`config.mk`:
```
export PLATFORM = sky130hd
export DESIGN_NAME = floppy_drive_phase_register_interface
export DESIGN_NICKNAME = d
export VERILOG_FILES = /design/src/hdl/fdpri_pkg.sv /design/src/hdl/fdpri_core.sv /design/src/hdl/floppy_drive_phase_register_interface.sv
export SDC_FILE = /design/constraint.sdc
export NUM_CORES = 1
export LEC_CHECK = 0
export BUFFER_PORTS_ARGS = -buffer_cell sky130_fd_sc_hd__clkbuf_2
export CAP_MARGIN = 15
export CORE_MARGIN = 2
export CORE_UTILIZATION = 31
export CTS_BUF_LIST = sky130_fd_sc_hd__clkbuf_2 sky130_fd_sc_hd__clkbuf_4 sky130_fd_sc_hd__clkbuf_8
export CTS_CLUSTER_DIAMETER = 100
export DETAILED_ROUTE_END_ITERATION = 16
export HOLD_SLACK_MARGIN = 0.05
export SLEW_MARGIN = 25
export SYNTH_ARGS = -nofsm -noshare
export SYNTH_HDL_FRONTEND = slang
export SYNTH_SLANG_ARGS = --single-unit
```
`constraint.sdc`:
```
create_clock -name i_clk -period 7.1 [get_ports i_clk]
set_input_delay 1.42 -clock i_clk [delete_from_list [all_inputs] [get_ports i_clk]]
set_output_delay 1.42 -clock i_clk [all_outputs]
set_load 0.05 [all_outputs]
```
`src/hdl/fdpri_pkg.sv`:
```
// ----------------------------------------------------------------------------
// fdpri_pkg: shared types and constants for the floppy phase register block
// Beat layouts, mode and command codes, per-drive state and the rpm zones.
// ----------------------------------------------------------------------------
package fdpri_pkg;

    // Default sizing of the drive side.
    localparam int DRIVES_DEF = 2;
    localparam int TRACKS_DEF = 80;

    // Field and register widths.
    localparam int TRACK_W = 7;
    localparam int RPM_W   = 10;
    localparam int TPS_W   = 16;
    localparam int CFG_W   = 16;
    localparam int CFG_IDX_W = 2;
    localparam int TDATA_W = 16;
    localparam int TUSER_W = 3;

    // Reset value of the tick rate register.
    localparam logic [TPS_W-1:0] TPS_RESET = 16'd60000;

    // Bit positions on the phase lines.
    localparam int LINE_CA1    = 1;
    localparam int LINE_CA2    = 2;
    localparam int LINE_STROBE = 3;

    // Item kinds carried in tuser.
    typedef enum logic [2:0] {
        MODE_LINES  = 3'd0,
        MODE_ENABLE = 3'd1,
        MODE_SELECT = 3'd2,
        MODE_STATUS = 3'd3,
        MODE_MEDIA  = 3'd4,
        MODE_TICK   = 3'd5
    } t_mode;

    // Configuration register indexes.
    localparam logic [CFG_IDX_W-1:0] CFG_EXT_SPEED   = 2'd0;
    localparam logic [CFG_IDX_W-1:0] CFG_SPEED_VALUE = 2'd1;
    localparam logic [CFG_IDX_W-1:0] CFG_TICKS_PER_S = 2'd2;

    // Enable mask codes.
    localparam logic [1:0] EN_DRIVE0 = 2'd1;
    localparam logic [1:0] EN_DRIVE1 = 2'd2;

    // Strobe commands, code is {CA1, CA0, SEL, CA2}.
    localparam logic [3:0] CMD_DIR_IN    = 4'h0;
    localparam logic [3:0] CMD_DIR_OUT   = 4'h1;
    localparam logic [3:0] CMD_CLR_SWTCH = 4'h3;
    localparam logic [3:0] CMD_STEP      = 4'h4;
    localparam logic [3:0] CMD_MOTOR_ON  = 4'h8;
    localparam logic [3:0] CMD_MOTOR_OFF = 4'h9;
    localparam logic [3:0] CMD_EJECT     = 4'hD;

    // Status read codes, same packing.
    localparam logic [3:0] ST_DIRECTION  = 4'h0;
    localparam logic [3:0] ST_HEAD_LOWER = 4'h1;
    localparam logic [3:0] ST_NO_DISK    = 4'h2;
    localparam logic [3:0] ST_HEAD_UPPER = 4'h3;
    localparam logic [3:0] ST_STEP_DONE  = 4'h4;
    localparam logic [3:0] ST_WR_ENABLED = 4'h6;
    localparam logic [3:0] ST_MOTOR      = 4'h8;
    localparam logic [3:0] ST_TWO_SIDED  = 4'h9;
    localparam logic [3:0] ST_NOT_TRK0   = 4'hA;
    localparam logic [3:0] ST_ZERO_B     = 4'hB;
    localparam logic [3:0] ST_SWITCHED   = 4'hC;
    localparam logic [3:0] ST_ZERO_D     = 4'hD;
    localparam logic [3:0] ST_TACH       = 4'hE;
    localparam logic [3:0] ST_ZERO_F     = 4'hF;

    // Configuration registers as seen by the core.
    typedef struct packed {
        logic               ext_speed;
        logic [RPM_W-1:0]   speed_value;
        logic [TPS_W-1:0]   ticks_per_sec;
    } t_cfg;

    // Input item payload, last field in the lowest bits.
    typedef struct packed {
        logic               media_ds;
        logic               media_wp;
        logic               media_inserted;
        logic               media_drive;
        logic               select_level;
        logic [1:0]         en_code;
        logic [3:0]         line_bits;
    } t_item;

    // Result payload, last field in the lowest bits.
    typedef struct packed {
        logic               reload_track;
        logic               drive_chosen;
        logic               drive_on;
        logic               head_now;
        logic [TRACK_W-1:0] track_now;
        logic               status_bit;
    } t_result;

    // State held for each drive.
    typedef struct packed {
        logic               step_out;
        logic               upper_head;
        logic               switched;
        logic               motor;
        logic [TRACK_W-1:0] track;
        logic               present;
        logic               protect;
        logic               two_sided;
    } t_drive;

    // Rotation speed of a track zone, sixteen tracks a zone.
    function automatic logic [RPM_W-1:0] zone_rpm(input logic [TRACK_W-1:0] track);
        logic [RPM_W-1:0] rpm;
        case (track[TRACK_W-1:4])
            3'd0:    rpm = 10'd500;
            3'd1:    rpm = 10'd550;
            3'd2:    rpm = 10'd600;
            3'd3:    rpm = 10'd675;
            default: rpm = 10'd750;
        endcase
        return rpm;
    endfunction

endpackage

```
`src/hdl/fdpri_core.sv`:
```
// ----------------------------------------------------------------------------
// fdpri_core: drive state and combinational item decode
// Holds the phase lines, per-drive state and tachometer, and forms the result
// of an accepted item from the current state in the same cycle.
// ----------------------------------------------------------------------------
module fdpri_core #(
    parameter int DRIVES = fdpri_pkg::DRIVES_DEF,
    parameter int TRACKS = fdpri_pkg::TRACKS_DEF
) (
    input  logic                i_clk,
    input  logic                i_rst_n,
    input  logic                i_accept,
    input  fdpri_pkg::t_mode    i_mode,
    input  fdpri_pkg::t_item    i_item,
    input  fdpri_pkg::t_cfg     i_cfg,
    output fdpri_pkg::t_result  o_result
);

    localparam logic [fdpri_pkg::TRACK_W-1:0] TRACK_MAX = fdpri_pkg::TRACK_W'(TRACKS - 1);

    logic [3:0]          r_line, n_line;
    logic                r_en, n_en;
    logic                r_chosen, n_chosen;
    logic                r_sel, n_sel;
    logic [fdpri_pkg::TPS_W-1:0] r_acc, n_acc;
    logic                r_phase, n_phase;
    fdpri_pkg::t_drive   r_drv [DRIVES];
    fdpri_pkg::t_drive   n_drv [DRIVES];

    fdpri_pkg::t_drive   cur;
    fdpri_pkg::t_drive   nd;
    fdpri_pkg::t_drive   out_drv;
    logic                nd_wr;
    logic                status;
    logic                reload;
    logic [3:0]          cmd_code;
    logic [3:0]          st_code;
    logic [fdpri_pkg::RPM_W-1:0] rpm;
    logic [fdpri_pkg::TPS_W:0]   acc_sum;
    logic [fdpri_pkg::TPS_W:0]   tps_ext;

    // State registers; every piece of state clears on reset.
    always_ff @(posedge i_clk) begin
        if (!i_rst_n) begin
            r_line   <= '0;
            r_en     <= 1'b0;
            r_chosen <= 1'b0;
            r_sel    <= 1'b0;
            r_acc    <= '0;
            r_phase  <= 1'b0;
            for (int k = 0; k < DRIVES; k++) begin
                r_drv[k] <= '0;
            end
        end else begin
            r_line   <= n_line;
            r_en     <= n_en;
            r_chosen <= n_chosen;
            r_sel    <= n_sel;
            r_acc    <= n_acc;
            r_phase  <= n_phase;
            r_drv    <= n_drv;
        end
    end

    // Item decode and next state.
    always_comb begin
        n_line   = r_line;
        n_en     = r_en;
        n_chosen = r_chosen;
        n_sel    = r_sel;
        n_acc    = r_acc;
        n_phase  = r_phase;
        n_drv    = r_drv;
        status   = 1'b1;
        reload   = 1'b0;
        nd_wr    = 1'b0;

        // State of the drive currently selected.
        cur = '0;
        for (int k = 0; k < DRIVES; k++) begin
            if (k == int'(r_chosen)) begin
                cur = r_drv[k];
            end
        end
        nd = cur;

        // A strobe command sees the new lines; a status read sees the held ones.
        cmd_code = {i_item.line_bits[1:0], r_sel, i_item.line_bits[fdpri_pkg::LINE_CA2]};
        st_code  = {r_line[1:0], r_sel, r_line[fdpri_pkg::LINE_CA2]};

        // Tachometer step: twice the rpm, one wrap against the tick rate.
        if (i_cfg.ext_speed) begin
            rpm = i_cfg.speed_value;
        end else if (!cur.present) begin
            rpm = '0;
        end else begin
            rpm = fdpri_pkg::zone_rpm(cur.track);
        end
        acc_sum = {1'b0, r_acc} + {6'b0, rpm, 1'b0};
        tps_ext = {1'b0, i_cfg.ticks_per_sec};

        if (i_accept) begin
            case (i_mode)
                fdpri_pkg::MODE_LINES: begin
                    n_line = i_item.line_bits;
                    if (i_item.line_bits[fdpri_pkg::LINE_STROBE] &&
                        !r_line[fdpri_pkg::LINE_STROBE] && r_en) begin
                        nd_wr = 1'b1;
                        case (cmd_code)
                            fdpri_pkg::CMD_DIR_IN:    nd.step_out = 1'b0;
                            fdpri_pkg::CMD_DIR_OUT:   nd.step_out = 1'b1;
                            fdpri_pkg::CMD_CLR_SWTCH: nd.switched = 1'b0;
                            fdpri_pkg::CMD_STEP: begin
                                if (cur.present) begin
                                    if (cur.step_out) begin
                                        if (cur.track != '0) begin
                                            nd.track = cur.track - 1'b1;
                                        end
                                    end else if (cur.track < TRACK_MAX) begin
                                        nd.track = cur.track + 1'b1;
                                    end
                                    reload = 1'b1;
                                end
                            end
                            fdpri_pkg::CMD_MOTOR_ON: begin
                                if (cur.present) nd.motor = 1'b1;
                            end
                            fdpri_pkg::CMD_MOTOR_OFF: begin
                                if (cur.present) nd.motor = 1'b0;
                            end
                            fdpri_pkg::CMD_EJECT: begin
                                if (cur.present) begin
                                    nd     = '0;
                                    reload = 1'b1;
                                end
                            end
                            default: ;
                        endcase
                    end
                end
                fdpri_pkg::MODE_ENABLE: begin
                    if (i_item.en_code == fdpri_pkg::EN_DRIVE0) begin
                        n_en     = 1'b1;
                        n_chosen = 1'b0;
                    end else if (i_item.en_code == fdpri_pkg::EN_DRIVE1 && DRIVES >= 2) begin
                        n_en     = 1'b1;
                        n_chosen = 1'b1;
                    end else begin
                        n_en = 1'b0;
                    end
                end
                fdpri_pkg::MODE_SELECT: begin
                    n_sel = i_item.select_level;
                end
                fdpri_pkg::MODE_STATUS: begin
                    // CA1 with strobe high, or no drive enabled, reads as one.
                    if ((r_line[fdpri_pkg::LINE_CA1] && r_line[fdpri_pkg::LINE_STROBE]) ||
                        !r_en) begin
                        status = 1'b1;
                    end else begin
                        case (st_code)
                            fdpri_pkg::ST_DIRECTION:  status = cur.step_out;
                            fdpri_pkg::ST_HEAD_LOWER: begin
                                nd_wr         = 1'b1;
                                nd.upper_head = 1'b0;
                                reload        = cur.upper_head;
                                status        = 1'b0;
                            end
                            fdpri_pkg::ST_NO_DISK:    status = !cur.present;
                            fdpri_pkg::ST_HEAD_UPPER: begin
                                nd_wr         = 1'b1;
                                nd.upper_head = 1'b1;
                                reload        = !cur.upper_head;
                                status        = 1'b0;
                            end
                            fdpri_pkg::ST_STEP_DONE:  status = 1'b1;
                            fdpri_pkg::ST_WR_ENABLED: status = cur.present && !cur.protect;
                            fdpri_pkg::ST_MOTOR:      status = cur.present && cur.motor;
                            fdpri_pkg::ST_TWO_SIDED:  status = !cur.present || cur.two_sided;
                            fdpri_pkg::ST_NOT_TRK0:   status = cur.present && (cur.track != '0);
                            fdpri_pkg::ST_ZERO_B:     status = 1'b0;
                            fdpri_pkg::ST_SWITCHED:   status = cur.switched;
                            fdpri_pkg::ST_ZERO_D:     status = 1'b0;
                            fdpri_pkg::ST_TACH:       status = r_phase;
                            fdpri_pkg::ST_ZERO_F:     status = 1'b0;
                            default:                  status = 1'b1;
                        endcase
                    end
                end
                fdpri_pkg::MODE_MEDIA: begin
                    // Events for a drive that does not exist match no entry.
                    for (int k = 0; k < DRIVES; k++) begin
                        if (k == int'(i_item.media_drive)) begin
                            if (i_item.media_inserted) begin
                                n_drv[k].present   = 1'b1;
                                n_drv[k].protect   = i_item.media_wp;
                                n_drv[k].two_sided = i_item.media_ds;
                                n_drv[k].switched  = 1'b1;
                            end else begin
                                n_drv[k] = '0;
                            end
                            if (i_item.media_drive == r_chosen) begin
                                reload = 1'b1;
                            end
                        end
                    end
                end
                fdpri_pkg::MODE_TICK: begin
                    if (acc_sum >= tps_ext) begin
                        n_acc   = fdpri_pkg::TPS_W'(acc_sum - tps_ext);
                        n_phase = !r_phase;
                    end else begin
                        n_acc = acc_sum[fdpri_pkg::TPS_W-1:0];
                    end
                end
                default: ;
            endcase
        end

        // Write back the selected drive after a command or head switch.
        if (nd_wr) begin
            for (int k = 0; k < DRIVES; k++) begin
                if (k == int'(r_chosen)) begin
                    n_drv[k] = nd;
                end
            end
        end

        // Result reports the selected drive after the item.
        out_drv = '0;
        for (int k = 0; k < DRIVES; k++) begin
            if (k == int'(n_chosen)) begin
                out_drv = n_drv[k];
            end
        end
    end

    assign o_result.status_bit   = status;
    assign o_result.track_now    = out_drv.track;
    assign o_result.head_now     = out_drv.upper_head;
    assign o_result.drive_on     = n_en;
    assign o_result.drive_chosen = n_chosen;
    assign o_result.reload_track = reload;

endmodule

```
`src/hdl/floppy_drive_phase_register_interface.sv`:
```
// ----------------------------------------------------------------------------
// floppy_drive_phase_register_interface: drive side of a two-drive interface
// Takes controller bus beats, keeps drive state and returns one result each.
// ----------------------------------------------------------------------------
// Usage
// The slave channel carries one bus access per beat: tuser holds the kind
// (set lines, set enable, set select, read status, media event, tick) and
// tdata the payload. Every accepted beat yields exactly one result beat on
// the master channel with the status bit, the selected drive's track and
// head, the enable state, the drive index and a track reload flag.
// The result is registered at the edge that accepts the beat, in the output
// register when that is free or else in the skid register behind it.
// Throughput is one beat per cycle while the receiver keeps up; the decode
// is a single pass of logic from the drive state to the result register.
// If the receiver stalls, one further beat is taken into a skid register,
// after which s_tready drops until the output drains.
// Reset clears all drive state, the tachometer and both output valid flags;
// the tick rate register returns to 60000 and the speed registers to zero.
// Configuration writes take effect on the edge at which i_cfg_wr_en is high.
// ----------------------------------------------------------------------------
module floppy_drive_phase_register_interface #(
    parameter int DRIVES = fdpri_pkg::DRIVES_DEF,
    parameter int TRACKS = fdpri_pkg::TRACKS_DEF
) (
    input  logic                                i_clk,
    input  logic                                i_rst_n,
    // Configuration write port.
    input  logic                                i_cfg_wr_en,
    input  logic [fdpri_pkg::CFG_IDX_W-1:0]     i_cfg_addr,
    input  logic [fdpri_pkg::CFG_W-1:0]         i_cfg_wdata,
    // Input channel.
    input  logic                                s_tvalid,
    output logic                                s_tready,
    // tdata from bit 0: line_bits[3:0], en_code[5:4], select_level[6],
    // media_drive[7], media_inserted[8], media_write_protect[9],
    // media_double_sided[10], zero fill above.
    input  logic [fdpri_pkg::TDATA_W-1:0]       s_tdata,
    // tuser: mode[2:0].
    input  logic [fdpri_pkg::TUSER_W-1:0]       s_tuser,
    // Output channel.
    output logic                                m_tvalid,
    input  logic                                m_tready,
    // tdata from bit 0: status_bit[0], track_now[7:1], head_now[8],
    // drive_on[9], drive_chosen[10], reload_track[11], zero fill above.
    output logic [fdpri_pkg::TDATA_W-1:0]       m_tdata
);

    localparam int ITEM_W = $bits(fdpri_pkg::t_item);
    localparam int RES_W  = $bits(fdpri_pkg::t_result);

    fdpri_pkg::t_cfg     r_cfg;
    fdpri_pkg::t_item    item;
    fdpri_pkg::t_mode    mode;
    fdpri_pkg::t_result  result;
    fdpri_pkg::t_result  r_out;
    fdpri_pkg::t_result  r_skid;
    logic                r_out_vld;
    logic                r_skid_vld;
    logic                accept;
    logic                out_free;

    // Configuration registers.
    always_ff @(posedge i_clk) begin
        if (!i_rst_n) begin
            r_cfg.ext_speed     <= 1'b0;
            r_cfg.speed_value   <= '0;
            r_cfg.ticks_per_sec <= fdpri_pkg::TPS_RESET;
        end else if (i_cfg_wr_en) begin
            case (i_cfg_addr)
                fdpri_pkg::CFG_EXT_SPEED:   r_cfg.ext_speed     <= i_cfg_wdata[0];
                fdpri_pkg::CFG_SPEED_VALUE: begin
                    r_cfg.speed_value <= i_cfg_wdata[fdpri_pkg::RPM_W-1:0];
                end
                fdpri_pkg::CFG_TICKS_PER_S: begin
                    r_cfg.ticks_per_sec <= i_cfg_wdata[fdpri_pkg::TPS_W-1:0];
                end
                default: ;
            endcase
        end
    end

    // Beat unpacking and handshake.
    assign item     = fdpri_pkg::t_item'(s_tdata[ITEM_W-1:0]);
    assign mode     = fdpri_pkg::t_mode'(s_tuser);
    assign s_tready = !r_skid_vld;
    assign accept   = s_tvalid && s_tready;
    assign out_free = !r_out_vld || m_tready;

    fdpri_core #(
        .DRIVES (DRIVES),
        .TRACKS (TRACKS)
    ) u_core (
        .i_clk    (i_clk),
        .i_rst_n  (i_rst_n),
        .i_accept (accept),
        .i_mode   (mode),
        .i_item   (item),
        .i_cfg    (r_cfg),
        .o_result (result)
    );

    // Output register with one skid stage behind it.
    always_ff @(posedge i_clk) begin
        if (!i_rst_n) begin
            r_out_vld  <= 1'b0;
            r_skid_vld <= 1'b0;
        end else if (out_free) begin
            if (r_skid_vld) begin
                r_out_vld  <= 1'b1;
                r_skid_vld <= 1'b0;
            end else begin
                r_out_vld <= accept;
            end
        end else if (accept) begin
            r_skid_vld <= 1'b1;
        end
    end

    // Payload of the output and skid registers.
    always_ff @(posedge i_clk) begin
        if (out_free) begin
            r_out <= r_skid_vld ? r_skid : result;
        end
        if (!out_free && accept) begin
            r_skid <= result;
        end
    end

    assign m_tvalid = r_out_vld;
    assign m_tdata  = {{(fdpri_pkg::TDATA_W - RES_W){1'b0}}, r_out};

    // The skid register only fills behind a stalled output beat.
    a_skid_behind_out: assert property (@(posedge i_clk) disable iff (!i_rst_n)
        r_skid_vld |-> r_out_vld)
        else $error("skid register holds a beat while the output is empty");

    // A reported track never passes the last track.
    a_track_bound: assert property (@(posedge i_clk) disable iff (!i_rst_n)
        r_out_vld |-> (int'(r_out.track_now) < TRACKS))
        else $error("track beyond the last track reported");

    // Reset leaves no result beat pending.
    a_reset_empty: assert property (@(posedge i_clk)
        !i_rst_n |=> (!r_out_vld && !r_skid_vld))
        else $error("result beat pending after reset");

endmodule

```
Word-level counts from Yosys, hierarchy flattened
Index checks and enable logic that the tools add are counted.
{"block": "word_totals", "reg_bits": 105, "input_bits": 42, "output_inout_bits": 18, "word_cells": 183}
{"block": "classes", "addsub": 4, "n_lt_le_gt_ge": 2, "n_eq_ne": 31, "muxes": 69, "bitwise_logic": 1, "reduce_logical": 37}
{"operator": "2-to-1 mux 14 bit", "count": 8}
{"operator": "2-to-1 mux 28 bit", "count": 3}
{"operator": "equality test 4 bit (second input constant)", "count": 11}
{"operator": "case mux 10 bit (4 select lines)", "count": 1}
{"operator": "2-to-1 mux 1 bit", "count": 31}
{"operator": "2-to-1 mux 7 bit", "count": 4}
{"operator": "2-to-1 mux 12 bit", "count": 2}
{"operator": "2-to-1 mux 10 bit", "count": 2}
{"operator": "adder 16 x 11 -> 17 bit", "count": 1}
{"operator": "greater-or-equal comparator 17 x 16 -> 1 bit", "count": 1}
{"operator": "2-to-1 mux 16 bit", "count": 1}
{"operator": "2-to-1 mux 8 bit", "count": 2}
{"operator": "subtractor 16 bit", "count": 1}
{"operator": "case mux 7 bit (2 select lines)", "count": 1}
{"operator": "2-to-1 mux 13 bit", "count": 1}
{"operator": "equality test 3 x 2 -> 1 bit (second input constant)", "count": 4}
{"operator": "equality test 4 x 2 -> 1 bit (second input constant)", "count": 3}
{"operator": "AND reduction 2 bit", "count": 6}
{"operator": "case mux 1 bit (2 select lines)", "count": 5}
{"operator": "logical NOT 1 bit", "count": 9}
{"operator": "case mux 1 bit (3 select lines)", "count": 3}
{"operator": "case mux 1 bit (9 select lines)", "count": 1}
{"operator": "equality test 4 x 1 -> 1 bit (second input constant)", "count": 2}
{"operator": "equality test 4 x 3 -> 1 bit (second input constant)", "count": 2}
{"operator": "other kinds (20)", "count": 39}

Longest topological paths before layout
Gate-level depths: netlist of run 1.
{"block": "depth", "word_depth": 13, "ltp_mapped": 25, "mapped_depth_nobuf": 20}

By module
A second synthesis of run 1 with hierarchy kept.
{"block": "unflattened", "cells_unflattened": 821, "area_unflattened_um2": 7024.2}
{"mod": "fdpri_core", "n_inst": 1, "cells_per_inst": 656, "area_per_inst_um2": 4954.8, "seq_area_each_um2": 1041.0}
{"mod": "floppy_drive_phase_register_interface", "n_inst": 1, "cells_per_inst": 165, "area_per_inst_um2": 2069.5, "seq_area_each_um2": 1301.2}

Least setup slack after synthesis of run 1
OpenSTA, ideal clock, no wires.
{"block": "synth_path", "path_type": "register to register", "from": "register u_core.r_chosen", "to": "register u_core.r_acc[13] in the netlist's numbering", "setup_time_ns": 0.130, "t_arrival_ns": 4.981, "t_required_ns": 6.970, "slack_ns": 1.989, "path_stages_with_launch": 25, "path_buffers": 5, "synth_period_minus_slack_ns": 5.111, "cell_sequence": "dfxtp_1 > buf_4 > buf_2 > buf_2 > buf_2 > mux2_2 > nand2_1 > o41ai_1 > ha_1 > inv_1 > fa_1 > nor2b_1 > o2111ai_1 > nand4_1 > a41oi_1 > nand3b_1 > xnor2_1 > ha_1 > nand4_1 > nor4_1 > a211oi_1 > nand2_1 > buf_2 > mux2i_1 > o32ai_1"}
{"block": "synth_via", "elab_chain_len": 8, "elab_cells_between_ends": 12, "cone_classes": "2 x add/sub; 1 x order compare; 3 x eq/ne; 5 x mux; 1 x reduce/logical"}
{"element": "start: declaration", "line": "fdpri_core.sv:23", "rtl": "logic r_chosen, n_chosen;"}
{"element": "start signal: assignment", "line": "fdpri_core.sv:57", "rtl": "r_chosen <= n_chosen;"}
{"element": "2-to-1 mux 14 bit *", "line": "fdpri_core.sv:81", "rtl": "if (k == int'(r_chosen)) begin"}
{"element": "equality test 3 x 2 -> 1 bit (tied with other cells)", "line": "fdpri_pkg.sv:115", "rtl": "case (track[TRACK_W-1:4])"}
{"element": "case mux 10 bit (4 select lines)", "line": "fdpri_pkg.sv:115"}
{"element": "2-to-1 mux 10 bit *", "line": "fdpri_core.sv:94", "rtl": "end else if (!cur.present) begin"}
{"element": "2-to-1 mux 10 bit *", "line": "fdpri_core.sv:92", "rtl": "if (i_cfg.ext_speed) begin"}
{"element": "adder 16 x 11 -> 17 bit *", "line": "fdpri_core.sv:99", "rtl": "acc_sum = {1'b0, r_acc} + {6'b0, rpm, 1'b0};"}
{"element": "subtractor 16 bit or greater-or-equal comparator 17 x 16 -> 1 bit (tied branches)", "line": "fdpri_core.sv:210, fdpri_core.sv:209"}
{"element": "2-to-1 mux 16 bit *", "line": "fdpri_core.sv:209", "rtl": "if (acc_sum >= tps_ext) begin"}
{"element": "end signal: assignment", "line": "fdpri_core.sv:59", "rtl": "r_acc <= n_acc;"}
{"element": "end: declaration", "line": "fdpri_core.sv:25", "rtl": "logic [fdpri_pkg::TPS_W-1:0] r_acc, n_acc;"}
Mark *: on every way between the ends. The rest lies on a longest branch, timed or not.
A chain may end at the register's enable or synchronous reset.

Worst setup path after layout of run 1
{"block": "layout_path", "from": "register u_core.r_chosen", "to": "register u_core.r_acc[6] in the netlist's numbering"}
Same word-level chain as after synthesis.

==> results of run 1 <==
[power by group through the flow]
| stage | Sequential, mW | Clock [mW] | Combinational [mW] |
|---|---|---|---|
| 3_3_place_gp | 0.647 | 0 | 0.149 |
| 3_5_place_dp | 0.648 | 0 | 0.150 |
| 2_1_floorplan | 0.659 | 0 | 0.0959 |
| 5_1_grt | 0.636 | 0.389 | 0.166 |
| 6_report | 0.634 | 0.358 | 0.150 |
| 4_1_cts | 0.634 | 0.369 | 0.151 |
[sequential cells by signal (all words and copies together) (netlist names)]
| name | cells |
|---|---|
| r_cfg | 27 |
| m_tdata | 12 |
| u_core.r_sel | 1 |
| u_core.r_acc | 16 |
| r_skid | 12 |
| u_core.r_en | 1 |
| u_core.r_phase | 1 |
| r_skid_vld | 1 |
| m_tvalid | 1 |
| u_core.r_drv | 28 |
| u_core.r_line | 4 |
| u_core.r_chosen | 1 |
[how the worst max path moves through the flow]
stage	end	cells past startpoint	slack [ps]
floorplan	u_core.r_acc[13]	24	1990
detailed placement	u_core.r_acc[10]	18	1200
finish	u_core.r_acc[6]	18	1130
global route	u_core.r_acc[10]	18	680
CTS	u_core.r_acc[6]	18	1160
global placement	u_core.r_acc[10]	18	1270
[logic make-up (layout without fill, tap and decap cells)]
kind of cell / count (synthesis) / count (layout)
buf+inv: 74 / 113
compound gates: 204 / 204
other cells: 1 / 4
fa+ha+maj: 33 / 33
xor+xnor: 32 / 32
mux: 67 / 67
simple gates: 281 / 281
flops: 105 / 105
[final cells by class]
type / instances / area share, %
Multi-Input combinational cell: 621 / 55.2
Sequential cell: 105 / 31.4
Tap cell: 280 / 4.69
Timing Repair Buffer: 62 / 4.56
Inverter: 35 / 1.76
Clock buffer: 9 / 1.66
Clock inverter: 7 / 0.737
[stage by stage]
step | cell area [sq um] | setup WS, ps | hold WS [ps]
after CTS | 7470 | 1160 | 465
final | 7470 | 1130 | 463
after global routing | 7470 | 679 | 486
after detailed placement | 7290 | 1200 | 451
after floorplan | 6780 | 1990 | 436
after global placement | 7290 | 1270 | 443
[critical path, cell delays in order, from the launching register on]
cell and delay (ps):
dfxtp_1 780, mux2i_1 660, o21ai_0 230, o21ai_0 220, ha_1 300, nor2b_1 170, o2111ai_1 250, nand4_1 190
a41oi_1 530, nand3b_1 240, xnor2_1 100, ha_1 410, nand4_1 170, a311oi_1 260, o21ai_0 230, nand2_1 520
buf_4 280, mux2i_1 210, a21oi_1 80
[placed cells by master, fill, tap and decap left out, types with 18 or more instances in the layout]
cell,instances
dfxtp_1,81
nor2_1,78
nand2_1,71
a21oi_1,54
clkbuf_2,50
mux2i_1,46
o21ai_0,44
inv_1,35
ha_1,31
nand3_1,29
xnor2_1,25
edfxtp_1,24
mux2_2,20
nor3_1,18
[layer usage]
metal / track usage (%) / vias up
met5: 0 / -
met4: 5.56 / 0
met3: 1.77 / 23
met2: 24.3 / 122
met1: 22.0 / 2740
li1: - / 2977
==> out/results.ini, run 1 <==
[status]
outcome=finished, final reports clean

[synth]
synth_area_leaders=dfxtp_1 24%, edfxtp_1 11%, mux2i_1 6.8%, ha_1 5.7%, nor2_1 4.4%
synthMuxAreaShare_pct=10.3
synth_xor_area_share_pct=4.14
synth_top_area_cell=dfxtp_1
synth_warnings=0
yosys.area_share.simple_pct=20.3
synth_cell_types=73
syn_area_per_cell_sq_um=8.49
netlist_instances=797
syn-cell-area_sq_um=6760
synthTopCellsByCount=81 x dfxtp_1, 79 x nor2_1, 71 x nand2_1
yosys.area_share.adder_pct=6.33
yosysSeqAreaShare_pct=34.6
synth_top_family_by_area=simple AND/OR/NAND/NOR gates
ys_async_sr_fraction_pct=0
ys.flop_type=dfxtp_1
synth_compound_area_share_pct=19.6
yosysMostFrequentCell=dfxtp_1
ys_seq_elements=105
synth_top_area_share_pct=24.0
synth_edf_count=24

[clock_tree]
path_clk_slew_ps=110
ctsResizeCount=0
insertion_delay_ps=390
clkSinkCount=105
cts-root-buf=clkbuf_8
clock_tree.buffer_depth=2
cts_htree_levels=3
ctsHoldBuffers=0
numCtsBuffers=9
post-cts-setup-buffer-count=0
cts_tree=yes

[critical_path]
arrival_ps=6240
reg2reg_to=u_core.r_acc[6]
critical_path_class=register to register
regToRegStartpoint=u_core.r_chosen
endpoint_kind=register
worst_setup_path_start_kind=register
crit_start=u_core.r_chosen
reg2reg_depth=18
regToRegSetupSlack_ps=1130
required_ps=7370
critPathMaxFanout=15

[routing]
drt.antenna.violating_nets=0
num_vias=5862
top_layer=met4
vias_per_cell=5.24
wl_met2_um=8090
wirelength_um=17800
drc=0
wire_per_inst_um=15.9
drt-pass1-iter-count=5
met1_length_um=8650
dr.first_iter.drc_count=473
met3WireLength_um=705

[pwr]
seq_power_share_pct=55.5
p_clk_share_pct=31.3
peakVddDrop_mv=0.0942
combinationalPowerShare_pct=13.2
p_total_mw=1.14
p_sw_mw=0.334
pwr_density_cell_nw_per_um2=153
p_leak_nw=2.93
p_int_mw=0.808
switching_share_pct=29.3

[min_path]
hold_path_class=register to register
whs_path_depth=2
holdPathEnd=r_cfg[10]
min_from=r_cfg[10]

[timing]
fin_crit_sh_pct=84.1
worst_pin_slew_ps=892
fmax_mhz=167
finalSetupTns_ps=0
relSlewSlack_pct=38.8
finalClockSkew_ps=12.1
rsz0062_at_grt=no
maxSlewViolCount=0
finalHoldViolations=0
period_minus_slack_ps=5970
finalSetupViolations=0

[die]
die_h_um=152
core_sq_um=21600
row_count=54
start_util_pct=31.3
dieArea_sq_um=23000
ios=60
fp.dieW_um=152

[placement]
dpl.hpwl_um=13100
port-buffer-count=50
dp_cells=1103
globalplace.congestion=0.896

[global_routing]
grt_pass1_vias=5399
grt_pass1_wl_um=28100
overflow=0
antenna_found_initial=0
grt_max_degree=49
grtUsageTotal_pct=15.5

[final_layout]
nets=909
stdcell_count=1119
final_core_util_pct=34.5
regArea_sq_um=2340
multiInputGateArea_sq_um=4130
drive_above_1_share_pct=13.3
diodes=0
n_fill_cell=2242
syn2layout_area_growth_pct=10.4

[run]
cap_viol_max_count=0

(Power assumes the default switching activity.)
==> inputs of run 2 (changes only) <==
==> constraint.sdc (replaced) <==
create_clock -name i_clk -period 5.4 [get_ports i_clk]
set_input_delay 1.08 -clock i_clk [delete_from_list [all_inputs] [get_ports i_clk]]
set_output_delay 1.08 -clock i_clk [all_outputs]
set_load 0.05 [all_outputs]
==> out/results.ini, run 2 (synthesized netlist as in run 1, its figures left out) <==
[timing]
rsz0062_at_grt=no  ; unchanged
finalSetupViolations=0  ; unchanged
setup_ws_ps=409  ; was 1130 ps
finalClockSkew_ps=19.4  ; was 12.1 ps
period_minus_slack_ps=4990  ; was 5970 ps
finalSetupTns_ps=0  ; unchanged
relSlewSlack_pct=30.2  ; was 38.8%
maxSlewViolCount=0  ; unchanged
fmax_mhz=200  ; was 167 MHz
fin_crit_sh_pct=92.4  ; was 84.1%
worst_pin_slew_ps=1020  ; was 892 ps
finalHoldViolations=0  ; unchanged

[clock_tree]
cts-root-buf=clkbuf_8  ; unchanged
post-cts-setup-buffer-count=0  ; unchanged
cts_htree_levels=3  ; unchanged
path_clk_slew_ps=110  ; about the same
insertion_delay_ps=410  ; was 390 ps
clkSinkCount=105  ; unchanged
cts_tree=yes  ; unchanged
numCtsBuffers=9  ; unchanged
ctsHoldBuffers=0  ; unchanged
clock_tree.buffer_depth=2  ; unchanged

[placement]
dp_cells=1111  ; was 1103
dp_slack_ps=314  ; was 1200 ps
globalplace.congestion=0.920  ; was 0.896
dpl.hpwl_um=13200  ; was 13100 um
port-buffer-count=50  ; unchanged

[critical_path]
worst_setup_path_start_kind=register  ; unchanged
cp_num_buf_inv=4  ; was 1
crit_top_cell=buf_4  ; was o21ai_0
required_ps=5720  ; was 7370 ps
critPathTopFamily=compound AO/OA/AOI/OAI gates  ; unchanged
critPathMaxFanout=11  ; was 15
max_stage_delay_ps=480  ; was 780 ps
crit_chain=buf_4 -> buf_4 -> mux2_2 -> o21ai_0 -> o21ai_0 -> ha_1 -> nor2b_1 -> o2111ai_1 -> nand4_1 -> a41oi_1 -> buf_4 -> nand3b_1 -> xnor2_1 -> ha_1 -> nand4_1 -> nor4_1 -> a211oi_1 -> buf_4 -> a21oi_1 -> nor2_1 -> a211oi_1  ; was mux2i_1 -> o21ai_0 -> o21ai_0 -> ha_1 -> nor2b_1 -> o2111ai_1 -> nand4_1 -> a41oi_1 -> nand3b_1 -> xnor2_1 -> ha_1 -> nand4_1 -> a311oi_1 -> o21ai_0 -> nand2_1 -> buf_4 -> mux2i_1 -> a21oi_1
critical_path_class=register to register  ; unchanged
endpoint_kind=register  ; unchanged
worst_path_max_delay_cell=dfxtp_2  ; was dfxtp_1
arrival_ps=5320  ; was 6240 ps

[final_layout]
diodes=0  ; unchanged
drive_above_1_share_pct=14.3  ; was 13.3%
largest_reg_flops=28  ; unchanged
final_common_cell=dfxtp_1  ; unchanged
nets=917  ; was 909
syn2layout_area_growth_pct=11.4  ; was 10.4%
stdcell_count=1127  ; was 1119
regMostFlops=u_core.r_drv  ; unchanged
reg_top3=u_core.r_drv: 28 flops, r_cfg: 27 flops, u_core.r_acc: 16 flops  ; unchanged
final_core_util_pct=34.9  ; was 34.5%
final_cell_mix=80 x dfxtp_1, 78 x nor2_1, 71 x nand2_1, 54 x a21oi_1, 50 x clkbuf_2  ; was 81 x dfxtp_1, 78 x nor2_1, 71 x nand2_1, 54 x a21oi_1, 50 x clkbuf_2

[global_routing]
grt_pass1_vias=5513  ; was 5399
grt-busiest-layer=met2  ; unchanged
grt_pass1_wl_um=28900  ; was 28100 um
use_met2_pct=25.5  ; was 24.3%
grt_max_degree=50  ; was 49
grt_util_met3_pct=2.54  ; was 1.77%
antenna_found_initial=0  ; unchanged
use_met1_pct=22.3  ; was 22.0%
grtUsageTotal_pct=16.1  ; was 15.5%
overflow=0  ; unchanged

[die]
die_h_um=152  ; unchanged
start_util_pct=31.3  ; unchanged
fp.dieW_um=152  ; unchanged
dieArea_sq_um=23000  ; unchanged
ios=60  ; unchanged
row_count=54  ; unchanged
core_sq_um=21600  ; unchanged

[routing]
drt.antenna.violating_nets=0  ; unchanged
vias_per_cell=5.29  ; was 5.24
num_vias=5964  ; was 5862
wirelength_um=18000  ; was 17800 um
dr.first_iter.drc_count=634  ; was 473
drc=0  ; unchanged
drt-pass1-iter-count=5  ; unchanged
wire_per_inst_um=16.0  ; was 15.9 um

[pwr]
p_int_mw=1.07  ; was 0.808 mW
p_sw_mw=0.459  ; was 0.334 mW
p_clk_share_pct=32.4  ; was 31.3%
switching_share_pct=30.1  ; was 29.3%
peakVddDrop_mv=0.105  ; was 0.0942 mV
combinationalPowerShare_pct=13.0  ; was 13.2%
seq_power_share_pct=54.5  ; was 55.5%
p_leak_nw=2.98  ; was 2.93 nW
pwr_density_cell_nw_per_um2=202  ; was 153 nW/um^2

[run]
cap_viol_max_count=0  ; unchanged

[min_path]
hold_path_class=register to register  ; unchanged

[status]
outcome=finished, final reports clean  ; unchanged

run 2: cell count changes in the layout (fill, tap and decap cells not counted), sizes merged:
cell and delta:
inv +1, buf +8, clkinv +1, clkinvlp -2
run 2: per-layer routing:
metal | share of wire [%] | up-vias
met5 | 0 | -
met1 | 50 | 2826
li1 | - | 2987
met3 | 3.7 | 17
met4 | 1.5 | 0
met2 | 45 | 134
run 2: area by class of cell:
cell class / count / area, sq um
fillers: 2293 / 14100
flip-flops and latches: 105 / 2340
well taps: 280 / 350
multi-input cells: 621 / 4130
inverters: 35 / 131
clock buffers: 9 / 124
repair buffers: 70 / 400
clock inverters: 7 / 60.1
run 2: worst paths after layout:
check / start / end / slack, ps / depth (start not counted)
hold / removal: r_cfg[4] / r_cfg[4] / 460 / 2
setup / recovery: u_core.r_chosen / u_core.r_acc[0] / 410 / 21
hold reg to reg: r_cfg[4] / r_cfg[4] / 460 / 2
setup reg to reg: u_core.r_chosen / u_core.r_acc[0] / 410 / 21
run 2: power groups by stage:
stage	clock (mW)	sequential (mW)	combinational (mW)
floorplan	0	0.867	0.126
global route	0.533	0.835	0.221
finish	0.495	0.832	0.199
CTS	0.510	0.832	0.200
global placement	0	0.850	0.197
detailed placement	0	0.850	0.199
run 2: stage by stage:
| stage | total power, mW | instance area, sq um | hold WS (ps) |
|---|---|---|---|
| global placement | 1.05 | 7350 | 444 |
| floorplan | 0.993 | 6780 | 436 |
| global route | 1.59 | 7540 | 485 |
| CTS | 1.54 | 7530 | 470 |
| detailed placement | 1.05 | 7350 | 455 |
| finish | 1.53 | 7540 | 464 |
run 2: timing repair:
item | in CTS | in global routing
hold endpoints to repair | 0 | 0
setup endpoints to repair | 0 | 12
gates resized for setup | 0 | 1
run 2: worst min-delay path, delay by kind of cell, from the launching register on:
family,cells,cell delay [ps]
flops,1,320
simple gates,1,50
compound gates,1,50
